==> src/rtl/lsfe_pkg.sv <==
// lsfe_pkg: shared types and codes of the lsb stego frame extractor
// used by every module of the block; no dependencies

package lsfe_pkg;

  // register indexes of the configuration port
  localparam logic [1:0] REG_HEADER_BYTES   = 2'd0;
  localparam logic [1:0] REG_EXPECTED_MAGIC = 2'd1;
  localparam logic [1:0] REG_MAGIC_LENGTH   = 2'd2;

  // reset values of the configuration registers
  localparam logic [7:0]  HEADER_BYTES_RESET   = 8'd54;
  localparam logic [63:0] EXPECTED_MAGIC_RESET = 64'd0;
  localparam logic [3:0]  MAGIC_LENGTH_RESET   = 4'd2;

  // result kinds
  localparam logic [1:0] KIND_EXT    = 2'd0;
  localparam logic [1:0] KIND_DATA   = 2'd1;
  localparam logic [1:0] KIND_STATUS = 2'd2;

  // status codes
  localparam logic [1:0] STATUS_OK        = 2'd0;
  localparam logic [1:0] STATUS_BAD_MLEN  = 2'd1;
  localparam logic [1:0] STATUS_MISMATCH  = 2'd2;
  localparam logic [1:0] STATUS_BAD_XLEN  = 2'd3;

  // depth of the bit queue between front and back (power of two)
  localparam int QUEUE_DEPTH = 4;

  // configuration registers as one group
  typedef struct packed {
    logic [7:0]  header_bytes;
    logic [63:0] expected_magic;
    logic [3:0]  magic_length;
  } cfg_t;

  // one payload bit; first marks the first bit after a restart
  typedef struct packed {
    logic first;
    logic bit_val;
  } token_t;

  // parse phases of the back end
  typedef enum logic [6:0] {
    PH_MLEN   = 7'b0000001,
    PH_MAGIC  = 7'b0000010,
    PH_XLEN   = 7'b0000100,
    PH_XBYTES = 7'b0001000,
    PH_DLEN   = 7'b0010000,
    PH_DATA   = 7'b0100000,
    PH_DONE   = 7'b1000000
  } phase_t;

endpackage

==> src/rtl/lsfe_front.sv <==
// lsfe_front: accepts image bytes, skips the header, emits payload bit tokens
// depends on lsfe_pkg

module lsfe_front import lsfe_pkg::*; (
  input  logic       clk,
  input  logic       rst,
  input  cfg_t       cfg,
  input  logic       in_valid,
  output logic       in_ready,
  input  logic [7:0] pixel_byte,
  input  logic       start_of_image,
  input  logic       queue_full,
  output logic       push,
  output token_t     token
);

  logic       in_header;
  logic [7:0] header_count;
  logic       in_header_next;
  logic [7:0] header_count_next;
  logic       accept;
  logic       hdr;
  logic [7:0] cnt;

  assign in_ready = !queue_full;
  assign accept   = in_valid && in_ready;

  always_comb begin
    hdr               = start_of_image ? 1'b1 : in_header;
    cnt               = start_of_image ? 8'd0 : header_count;
    in_header_next    = hdr;
    header_count_next = cnt;
    push              = 1'b0;
    token.first       = 1'b0;
    token.bit_val     = pixel_byte[0];
    if (hdr && (cnt < cfg.header_bytes)) begin
      header_count_next = cnt + 8'd1;
    end else if (hdr) begin
      in_header_next = 1'b0;
      push           = accept;
      token.first    = 1'b1;
    end else begin
      push = accept;
    end
  end

  always_ff @(posedge clk) begin
    if (rst) begin
      in_header    <= 1'b1;
      header_count <= 8'd0;
    end else if (accept) begin
      in_header    <= in_header_next;
      header_count <= header_count_next;
    end
  end

endmodule

==> src/rtl/lsfe_queue.sv <==
// lsfe_queue: short fifo of bit tokens between front and back
// depends on lsfe_pkg

module lsfe_queue import lsfe_pkg::*; (
  input  logic   clk,
  input  logic   rst,
  input  logic   push,
  input  token_t push_token,
  input  logic   pop,
  output token_t pop_token,
  output logic   full,
  output logic   not_empty
);

  localparam int PTR_W = $clog2(QUEUE_DEPTH);

  token_t           entries [QUEUE_DEPTH];
  logic [PTR_W-1:0] wr_ptr;
  logic [PTR_W-1:0] rd_ptr;
  logic [PTR_W:0]   count;

  assign full      = (count == (PTR_W+1)'(QUEUE_DEPTH));
  assign not_empty = (count != '0);
  assign pop_token = entries[rd_ptr];

  always_ff @(posedge clk) begin
    if (push) begin
      entries[wr_ptr] <= push_token;
    end
  end

  always_ff @(posedge clk) begin
    if (rst) begin
      wr_ptr <= '0;
      rd_ptr <= '0;
      count  <= '0;
    end else begin
      if (push) begin
        wr_ptr <= wr_ptr + PTR_W'(1);
      end
      if (pop) begin
        rd_ptr <= rd_ptr + PTR_W'(1);
      end
      case ({push, pop})
        2'b10:   count <= count + (PTR_W+1)'(1);
        2'b01:   count <= count - (PTR_W+1)'(1);
        default: count <= count;
      endcase
    end
  end

endmodule

==> src/rtl/lsfe_back.sv <==
// lsfe_back: collects payload bits, parses the frame and holds the result word
// depends on lsfe_pkg

module lsfe_back import lsfe_pkg::*; #(
  parameter int LENGTH_BITS     = 32,
  parameter int MAGIC_MAX_BYTES = 8
) (
  input  logic       clk,
  input  logic       rst,
  input  cfg_t       cfg,
  input  logic       token_valid,
  input  token_t     token,
  output logic       pop,
  output logic       out_valid,
  input  logic       out_ready,
  output logic [7:0] out_byte,
  output logic [1:0] kind,
  output logic [1:0] status,
  output logic       last
);

  localparam int CNT_W = $clog2(LENGTH_BITS);
  localparam int REM_W = LENGTH_BITS - 1;
  localparam int POS_W = (MAGIC_MAX_BYTES > 1) ? $clog2(MAGIC_MAX_BYTES) : 1;
  localparam logic [3:0] MAGIC_MAX = 4'(MAGIC_MAX_BYTES);

  phase_t                 phase, phase_next, ph;
  logic [CNT_W-1:0]       bit_count, bit_count_next, cnt;
  logic [LENGTH_BITS-1:0] bit_shift, bit_shift_next, sh, sh_new;
  logic [REM_W-1:0]       remaining, remaining_next, rem;
  logic [POS_W-1:0]       magic_pos, magic_pos_next, mpos;
  logic                   magic_differs, magic_differs_next, mdiff;

  logic       is_len;
  logic       field_done;
  logic       neg;
  logic [3:0] eff_len;
  logic [7:0] expect_byte;
  logic       res;
  logic [7:0] res_byte;
  logic [1:0] res_kind;
  logic [1:0] res_status;
  logic       res_last;

  assign pop     = token_valid && (!out_valid || out_ready);
  assign eff_len = (cfg.magic_length > MAGIC_MAX) ? MAGIC_MAX : cfg.magic_length;

  always_comb begin
    // a restart token parses from a fresh frame
    ph    = token.first ? PH_MLEN : phase;
    cnt   = token.first ? '0 : bit_count;
    sh    = token.first ? '0 : bit_shift;
    rem   = token.first ? '0 : remaining;
    mpos  = token.first ? '0 : magic_pos;
    mdiff = token.first ? 1'b0 : magic_differs;

    is_len      = (ph == PH_MLEN) || (ph == PH_XLEN) || (ph == PH_DLEN);
    sh_new      = {sh[LENGTH_BITS-2:0], token.bit_val};
    field_done  = is_len ? (cnt == CNT_W'(LENGTH_BITS - 1)) : (cnt == CNT_W'(7));
    neg         = sh_new[LENGTH_BITS-1];
    expect_byte = cfg.expected_magic[8*mpos +: 8];

    phase_next         = ph;
    bit_count_next     = cnt;
    bit_shift_next     = sh;
    remaining_next     = rem;
    magic_pos_next     = mpos;
    magic_differs_next = mdiff;
    res        = 1'b0;
    res_byte   = 8'd0;
    res_kind   = KIND_STATUS;
    res_status = STATUS_OK;
    res_last   = 1'b0;

    if (ph != PH_DONE) begin
      if (!field_done) begin
        bit_count_next = cnt + CNT_W'(1);
        bit_shift_next = sh_new;
      end else begin
        bit_count_next = '0;
        bit_shift_next = '0;
        case (ph)
          PH_MLEN: begin
            if (neg) begin
              phase_next = PH_DONE;
              res        = 1'b1;
              res_status = STATUS_BAD_MLEN;
              res_last   = 1'b1;
            end else if (sh_new != LENGTH_BITS'(eff_len)) begin
              phase_next = PH_DONE;
              res        = 1'b1;
              res_status = STATUS_MISMATCH;
              res_last   = 1'b1;
            end else begin
              remaining_next     = sh_new[REM_W-1:0];
              magic_pos_next     = '0;
              magic_differs_next = 1'b0;
              phase_next         = (eff_len == 4'd0) ? PH_XLEN : PH_MAGIC;
            end
          end
          PH_MAGIC: begin
            magic_differs_next = mdiff || (sh_new[7:0] != expect_byte);
            magic_pos_next     = mpos + POS_W'(1);
            remaining_next     = rem - REM_W'(1);
            if (rem == REM_W'(1)) begin
              if (magic_differs_next) begin
                phase_next = PH_DONE;
                res        = 1'b1;
                res_status = STATUS_MISMATCH;
                res_last   = 1'b1;
              end else begin
                phase_next = PH_XLEN;
              end
            end
          end
          PH_XLEN: begin
            if (neg || (sh_new == '0)) begin
              phase_next = PH_DONE;
              res        = 1'b1;
              res_status = STATUS_BAD_XLEN;
              res_last   = 1'b1;
            end else begin
              remaining_next = sh_new[REM_W-1:0];
              phase_next     = PH_XBYTES;
            end
          end
          PH_XBYTES: begin
            remaining_next = rem - REM_W'(1);
            if (rem == REM_W'(1)) begin
              phase_next = PH_DLEN;
            end
            res      = 1'b1;
            res_byte = sh_new[7:0];
            res_kind = KIND_EXT;
          end
          PH_DLEN: begin
            // negative data length counts as empty
            if (neg || (sh_new == '0)) begin
              phase_next = PH_DONE;
              res        = 1'b1;
              res_last   = 1'b1;
            end else begin
              remaining_next = sh_new[REM_W-1:0];
              phase_next     = PH_DATA;
            end
          end
          PH_DATA: begin
            remaining_next = rem - REM_W'(1);
            res      = 1'b1;
            res_byte = sh_new[7:0];
            res_kind = KIND_DATA;
            if (rem == REM_W'(1)) begin
              phase_next = PH_DONE;
              res_last   = 1'b1;
            end
          end
          default: begin
            phase_next = PH_DONE;
          end
        endcase
      end
    end
  end

  always_ff @(posedge clk) begin
    if (rst) begin
      phase         <= PH_MLEN;
      bit_count     <= '0;
      bit_shift     <= '0;
      remaining     <= '0;
      magic_pos     <= '0;
      magic_differs <= 1'b0;
    end else if (pop) begin
      phase         <= phase_next;
      bit_count     <= bit_count_next;
      bit_shift     <= bit_shift_next;
      remaining     <= remaining_next;
      magic_pos     <= magic_pos_next;
      magic_differs <= magic_differs_next;
    end
  end

  always_ff @(posedge clk) begin
    if (rst) begin
      out_valid <= 1'b0;
    end else if (pop && res) begin
      out_valid <= 1'b1;
    end else if (out_ready) begin
      out_valid <= 1'b0;
    end
  end

  always_ff @(posedge clk) begin
    if (pop && res) begin
      out_byte <= res_byte;
      kind     <= res_kind;
      status   <= res_status;
      last     <= res_last;
    end
  end

endmodule

==> src/rtl/lsb_stego_frame_extractor_core.sv <==
// lsb_stego_frame_extractor_core: top level of the lsb stego frame extractor
// depends on lsfe_pkg, lsfe_front, lsfe_queue and lsfe_back

// Takes one image byte per cycle on the input channel while the bit queue
// has room and returns extension and data bytes of the hidden frame, plus
// one status word when the frame fails or ends empty. The sustained rate is
// one byte per cycle while the output does not stall: the front end drops
// header bytes and passes each payload bit as a word into a four-deep queue,
// and the back end folds one bit per cycle into the field shift register and
// the parse state while no result waits, so every byte finishes in one pass.
// A byte that completes an extension or data byte enters the queue register
// when accepted and the output register when the back end pops it, which an
// output stall can delay. The output register frees the input side from
// output stalls until the queue fills. Configuration writes go straight into
// the registers and must only happen while no word is in flight.

module lsb_stego_frame_extractor_core import lsfe_pkg::*; #(
  parameter int LENGTH_BITS     = 32,
  parameter int MAGIC_MAX_BYTES = 8
) (
  input  logic        clk,
  input  logic        rst,
  // configuration write port
  input  logic        wr_en,
  input  logic [1:0]  wr_index,
  input  logic [63:0] wr_data,
  // image byte channel
  input  logic        in_valid,
  output logic        in_ready,
  input  logic [7:0]  pixel_byte,
  input  logic        start_of_image,
  // result channel
  output logic        out_valid,
  input  logic        out_ready,
  output logic [7:0]  out_byte,
  output logic [1:0]  kind,
  output logic [1:0]  status,
  output logic        last
);

  cfg_t   cfg;
  logic   push;
  token_t push_token;
  logic   pop;
  token_t pop_token;
  logic   queue_full;
  logic   queue_not_empty;

  // configuration registers
  always_ff @(posedge clk) begin
    if (rst) begin
      cfg.header_bytes   <= HEADER_BYTES_RESET;
      cfg.expected_magic <= EXPECTED_MAGIC_RESET;
      cfg.magic_length   <= MAGIC_LENGTH_RESET;
    end else if (wr_en) begin
      case (wr_index)
        REG_HEADER_BYTES:   cfg.header_bytes   <= wr_data[7:0];
        REG_EXPECTED_MAGIC: cfg.expected_magic <= wr_data;
        REG_MAGIC_LENGTH:   cfg.magic_length   <= wr_data[3:0];
        default:            ;
      endcase
    end
  end

  // front: header skip and bit extraction
  lsfe_front u_front (
    .clk            (clk),
    .rst            (rst),
    .cfg            (cfg),
    .in_valid       (in_valid),
    .in_ready       (in_ready),
    .pixel_byte     (pixel_byte),
    .start_of_image (start_of_image),
    .queue_full     (queue_full),
    .push           (push),
    .token          (push_token)
  );

  // queue of payload bits
  lsfe_queue u_queue (
    .clk        (clk),
    .rst        (rst),
    .push       (push),
    .push_token (push_token),
    .pop        (pop),
    .pop_token  (pop_token),
    .full       (queue_full),
    .not_empty  (queue_not_empty)
  );

  // back: frame parse and result register
  lsfe_back #(
    .LENGTH_BITS     (LENGTH_BITS),
    .MAGIC_MAX_BYTES (MAGIC_MAX_BYTES)
  ) u_back (
    .clk         (clk),
    .rst         (rst),
    .cfg         (cfg),
    .token_valid (queue_not_empty),
    .token       (pop_token),
    .pop         (pop),
    .out_valid   (out_valid),
    .out_ready   (out_ready),
    .out_byte    (out_byte),
    .kind        (kind),
    .status      (status),
    .last        (last)
  );

  // status-only words carry no byte and always close the frame
  a_status_word: assert property (@(posedge clk) disable iff (rst)
    out_valid && (kind == KIND_STATUS) |-> (out_byte == 8'd0) && last)
    else $error("status word with byte or without last");

  // extension bytes never close the frame and never carry an error
  a_ext_word: assert property (@(posedge clk) disable iff (rst)
    out_valid && (kind == KIND_EXT) |-> !last && (status == STATUS_OK))
    else $error("extension word with last or error status");

  // an error code only comes with a status-only word
  a_error_kind: assert property (@(posedge clk) disable iff (rst)
    out_valid && (status != STATUS_OK) |-> (kind == KIND_STATUS))
    else $error("error status on a byte word");

  // the back end never drains an empty queue
  a_pop_nonempty: assert property (@(posedge clk) disable iff (rst)
    pop |-> queue_not_empty)
    else $error("pop from empty queue");

endmodule

==> config.mk <==
export PLATFORM = sky130hd
export DESIGN_NAME = lsb_stego_frame_extractor_core
export DESIGN_NICKNAME = d
export VERILOG_FILES = /design/src/rtl/lsfe_pkg.sv /design/src/rtl/lsfe_front.sv /design/src/rtl/lsfe_queue.sv /design/src/rtl/lsfe_back.sv /design/src/rtl/lsb_stego_frame_extractor_core.sv
export SDC_FILE = /design/constraint.sdc
export NUM_CORES = 1
export LEC_CHECK = 0
export BUFFER_PORTS_ARGS = -buffer_cell sky130_fd_sc_hd__buf_4
export CAP_MARGIN = 20
export CELL_PAD_IN_SITES_DETAIL_PLACEMENT = 1
export CELL_PAD_IN_SITES_GLOBAL_PLACEMENT = 1
export CORE_ASPECT_RATIO = 1.1
export CORE_MARGIN = 3
export CORE_UTILIZATION = 51
export CTS_BUF_LIST = sky130_fd_sc_hd__clkbuf_2 sky130_fd_sc_hd__clkbuf_4 sky130_fd_sc_hd__clkbuf_8
export CTS_CLUSTER_SIZE = 14
export DETAILED_ROUTE_END_ITERATION = 8
export HOLD_SLACK_MARGIN = 0.03
export PLACE_DENSITY = 0.92
export SLEW_MARGIN = 25
export SYNTH_ARGS = -nofsm -noshare
export SYNTH_HDL_FRONTEND = slang
export SYNTH_HIERARCHICAL = 1
export SYNTH_SLANG_ARGS = --single-unit
==> constraint.sdc <==
create_clock -name clk -period 13.1 [get_ports clk]
set_input_delay 3.275 -clock clk [delete_from_list [all_inputs] [get_ports clk]]
set_output_delay 3.275 -clock clk [all_outputs]
set_load 0.01 [all_outputs]
Yosys cells after proc, flatten, opt, wreduce, memory -nomap -nowiden
Memory sizes are Yosys's and may differ from the RTL's. A register that Yosys moved wholly into a read port is not among the register bits.
Index checks and enable logic that the tools add are counted.
Word-level totals
  flip-flop bits (word level): 184
  memory bits (writable): 8
  input bits: 80
  output and inout bits: 15
  logic and storage cells: 144
  memories: 1
Memory list
  u_queue.entries: depth 4, width 2, rd ports 1, clocked after memory_dff 1, write ports 1, RTL line lsfe_queue.sv:17  | token_t entries [QUEUE_DEPTH];
Operators by class
  $add $sub $neg: 8
  $lt $le $gt $ge: 2
  eq/ne operators: 17
  shift-type cells: 1
  multiplexer cells: 71
  reduce and logical (&&, ||, !) cells: 25
Operators by type and width (number)
  $mux 31: 9
  $pmux 31 s3: 1
  $mux 7: 11
  $shiftx 64x7->8: 1
  $pmux 7 s6: 1
  $logic_not 32->1: 1
  $ne 32x4->1: 1
  $eq 31x1->1 const B: 1
  $sub 31x1->31 const B: 1
  $mux 1: 23
  $mux 3: 6
  $mux 8: 2
  $mux 5: 3
  $mux 2: 7
  $pmux 3 s2: 2
  $add 8x1->8 const B: 1
  $lt 8x8->1: 1
  $ne 8x8->1: 1
  $pmux 1 s4: 2
  $reduce_and 2->1: 4
  $eq 7x1->1 const B: 1
  $eq 7x2->1 const B: 1
  $eq 7x3->1 const B: 1
  $eq 7x4->1 const B: 1
  other kinds (27): 41

Depth between registers and ports, before layout
  depth after elaboration: 11
  gate-level depth with buffers: 17

By module
The synthesis kept the hierarchy.
By module, submodules not included
  lsfe_back: instances 1, cells an instance 809, area an instance 6297.3 um^2
  lsb_stego_frame_extractor_core: instances 1, cells an instance 324, area an instance 3344.5 um^2
  lsfe_front: instances 1, cells an instance 105, area an instance 820.8 um^2
  lsfe_queue: instances 1, cells an instance 53, area an instance 713.2 um^2

Least setup slack after synthesis
Ideal clock, no wire load.
  path kind: input port to flip-flop
  start point: input port start_of_image
  end point: register u_queue.count[2]
  setup time: 0.070 ns
  data arrival time: 5.867 ns
  slack: 7.164 ns
  stages on the path: 15
  path buffers: 1
  cell sequence: buf_4 -> nor2b_1 -> ha_1 -> or2b_4 -> o22a_2 -> a311oi_2 -> nor2_1 -> nor2_1 -> nor2_1 -> inv_1 -> ha_1 -> fa_1 -> xnor2_1 -> or3_1 -> a21oi_1
Between the ends
  word-level cells in the longest chain between the ends: 6
  elaborated cells on any way between the ends: 9
RTL lines
  from (decl): RTL line lsb_stego_frame_extractor_core.sv:31  | input logic start_of_image,
  $mux 8: RTL line lsfe_front.sv:30  | cnt = start_of_image ? 8'd0 : header_count;
  $lt 8x8->1: RTL line lsfe_front.sv:36  | if (hdr && (cnt < cfg.header_bytes)) begin
  $logic_and 1x1->1 (*): RTL line lsfe_front.sv:36
  $mux 1 (*): RTL line lsfe_front.sv:36
  named net push: RTL line lsb_stego_frame_extractor_core.sv:42  | logic push;
  $eq 2x1->1 or $eq 2x2->1 (tied branches): RTL line lsfe_queue.sv:44  | case ({push, pop})
  $pmux 3 s2 or $reduce_bool 2->1 (tied branches)
  to (signal assigned): RTL line lsfe_queue.sv:45  | 2'b10: count <= count + (PTR_W+1)'(1);
  to (signal assigned): RTL line lsfe_queue.sv:46  | 2'b01: count <= count - (PTR_W+1)'(1);
  to (signal assigned): RTL line lsfe_queue.sv:47  | default: count <= count;
  to (decl): RTL line lsfe_queue.sv:20  | logic [PTR_W:0] count;
Mark *: on every way through the listed nets, which the timed path passes. The rest lies on a longest branch.
A chain may end at the register's enable or synchronous reset.

Final worst setup path
Same ends and word-level chain as after synthesis.

==> results.toml <==
[sta]
fin_setup_tns_ns = 0
min_period_ns = 6.49
tightest_slew_ns = 1.12
hold_viol = 0
max_freq_ghz = 0.154
slew_viol_final = 0
setup_viol = 0
period_share_pct = 49.5
slew_headroom_pct = 24.1
skew_ns = 0.0228
final.setup.worst_slack_ns = 6.61
whs_ns = 0.483
rsz0062_at_grt = "no"

[power]
powerDensity_nw_per_um2 = 129
peakVddDrop_uv = 72.2
p_leak_nw = 4.36

[cells_and_area]
layout-drive-gt1-share_pct = 13.3
final_cell_area_um2 = 12400
nets = 1418
layout_common_cells = "dfxtp_1, nand2b_1, nor2_1"
antenna_cells = 0
fill_cells = 2530
final_common_cell = "dfxtp_1"
areaGrowthSynthToFinish_pct = 10.7
fin_util_pct = 57.7

[clock_tree]
cts_tree = "done"
clk_latency_ns = 0.50
cts_sinks = 194
clk_pin_slew_ns = 0.11
htree_levels = 4
clk_path_buf_depth = 2
cts_resized = 0
clock-root-buffer = "clkbuf_8"
ctsHoldBuffers = 0
post-cts-setup-buffers = 0
cts_made_buffers = 17

[route]
detail_route.vias_per_cell = 6.68
remaining_drc_errors = 0
first_iter_violations = 1293
wire_per_inst_um = 24.5
vias = 10900
ant_nets = 0
firstDrtPassIters = 6
wl_um = 39700

[placement]
postPlaceCellArea_um2 = 11900
gp_congestion = 0.959
portBuffers = 87
post-dp-hpwl_um = 26200
place_ws_ns = 6.28

[synth]
yosysWarnings = 6
syn-num-nets = 1388
yosysTopAreaCell = "dfxtp_1"
synthTopCellsByArea = "dfxtp_1, mux2i_1, nand2b_1"
ys.flop_type = "dfxtp_1"
ys_async_sr_fraction_pct = 0
synth_area_um2 = 11200
synth_edf_count = 21
syn_area_per_cell_um2 = 8.66
ys_seq_area_share_pct = 36.6
synth_top_cell_area_share_pct = 31.0
synth_cell_types = 94
synthCells = 1291
ys_seq_elements = 194

[floorplan]
placeableCoreArea_um2 = 21400
die_w_um = 147
io_pins = 95
die_h_um = 161
start_util_pct = 52.1
die-area_um2 = 23700
row_count = 56

[setup_path]
crit_chain = "buf_4 -> and2b_1 -> ha_1 -> o21ai_0 -> nor2_1 -> nor2_1 -> nor2_1 -> nor2_1 -> nor2_1 -> inv_1 -> ha_1 -> fa_1 -> xnor2_1 -> or3_1 -> a21oi_1"
critPathLaunch = "start_of_image"
crit_top_cell = "nor2_1"
cp.buffers_inverters = 2
crit_type = "in -> reg"
timing.rr.end = "u_back/out_byte[7]"
slowest_delay_ns = 0.48
worstPathMaxFanout = 14
arrival_ns = 6.90
cp.depth = 15
endpoint_kind = "flip-flop"
cpMaxStageDelayCell = "nor2_1"
timing.reg2reg.setup_slack_ns = 7.84
cp_top_family = "simple AND/OR/NAND/NOR gates"
r2r_cells = 9
critPathRequiredTime_ns = 13.51
cp-start-kind = "primary input"
cp-endpoint = "u_queue/count[2]"

[outcome]
outcome = "finished clean"

[grt]
grt_overflow = 0
grt_use_total_pct = 32.7
antenna_found_initial = 0
grt_pass1_wl_um = 62100
grt_pass1_vias = 11000
grt_max_degree = 132

[min_path]
hp-class = "reg -> reg"

[flow_run]
cap_violations = 0
[worst reg2reg max path, stage by stage (launching register included)]
cell and delay [ns]:
dfxtp_1 0.35, mux4_2 0.81, buf_4 0.64, nand2b_1 0.39
clkinv_1 0.33, a211oi_1 0.56, xnor2_1 0.18, or4_4 0.55
o31ai_1 0.65, a31oi_2 0.46
[power by group]
part	leakage (nW)	switching, mW	total, mW	internal [mW]
Combinational	2.53	0.350	0.497	0.147
Sequential	1.61	0.0224	0.646	0.624
Clock	0.227	0.254	0.454	0.200
Total	4.36	0.626	1.60	0.971
[per-stage QoR]
step	power [mW]	std cells
floorplan	0.974	1291
global placement	1.11	1592
detailed placement	1.13	1592
CTS	1.58	1624
global route	1.65	1624
finish	1.60	1624
[cell families (layout without fill, tap and decap cells)]
logic type,count (synthesis),in the layout,share of synthesized area [%]
compound gates,313,313,19.7
xor+xnor,21,21,1.65
fa+ha+maj,17,17,1.97
buf+inv,127,170,5.16
flops,194,194,36.6
mux,103,103,10.0
simple gates,516,516,24.9
[worst min-delay path by stage]
stage / start / endpoint / slack (ns) / cells past startpoint
4_1_cts: u_back/bit_count[1] / u_back/bit_count[1] / 0.49 / 2
2_1_floorplan: cfg[68] / cfg[68] / 0.44 / 2
6_report: u_back/bit_count[1] / u_back/bit_count[1] / 0.48 / 2
3_3_place_gp: u_back/bit_count[1] / u_back/bit_count[1] / 0.45 / 2
5_1_grt: u_back/bit_count[1] / u_back/bit_count[1] / 0.51 / 2
3_5_place_dp: cfg[19] / cfg[19] / 0.46 / 2
[layout make-up]
class	count	area, um^2	area share [%]
Multi-Input combinational cell	970	6550	52.9
Timing Repair Buffer	104	785	6.34
Sequential cell	194	4090	33.1
Clock inverter	15	218	1.76
Tap cell	290	363	2.93
Inverter	34	128	1.03
Clock buffer	17	234	1.89
[per-layer routing]
| layer | global-route usage, % | routed length, um | vias up |
|---|---|---|---|
| li1 | - | - | 4784 |
| met1 | 38.5 | 15200 | 5344 |
| met2 | 57.7 | 19900 | 565 |
| met3 | 4.60 | 2400 | 158 |
| met4 | 17.1 | 2270 | 0 |
| met5 | 0 | 0 | - |
[synthesized netlist by cell type, types with 6 or more instances]
cell type and count:
nor3b_1 6, nand2_1 67, nand2b_1 143, a221oi_1 12, clkbuf_1 62, o211ai_1 23
o31ai_1 6, a222oi_1 7, nor3_1 37, or3_1 8, and2_1 9, a2111oi_0 7
nor4_1 18, nor2_1 121, a21oi_1 59, nand3_1 28, mux2i_1 93, o21ai_0 49
mux4_2 7, xor2_1 7, inv_1 32, buf_6 7, ha_1 16, o21a_1 6
edfxtp_1 21, xnor2_1 14, buf_2 12, o2bb2ai_1 8, nand4_1 9, a22oi_1 26
a211oi_1 15, or4_1 11, and3_1 11, a41oi_1 6, dfxtp_1 173, a31oi_1 22
nor2b_1 18
[registers in the layout, summed over array words and instances, names as in the netlist, named ones only]
| signal | cells |
|---|---|
| u_back/magic_pos | 3 |
| u_queue/rd_ptr | 2 |
| u_back/kind | 2 |
| u_back/out_byte | 8 |
| u_front/in_header | 1 |
| u_back/status | 2 |
| cfg | 76 |
| u_back/out_valid | 1 |
| u_back/remaining | 31 |
| u_queue/count | 3 |
| u_back/last | 1 |
| u_queue/entries | 8 |
| u_queue/wr_ptr | 2 |
| u_back/bit_shift | 31 |
| u_back/magic_differs | 1 |
| u_front/header_count | 8 |
| u_back/bit_count | 5 |
| u_back/phase | 7 |
(Power assumes the default switching activity.)
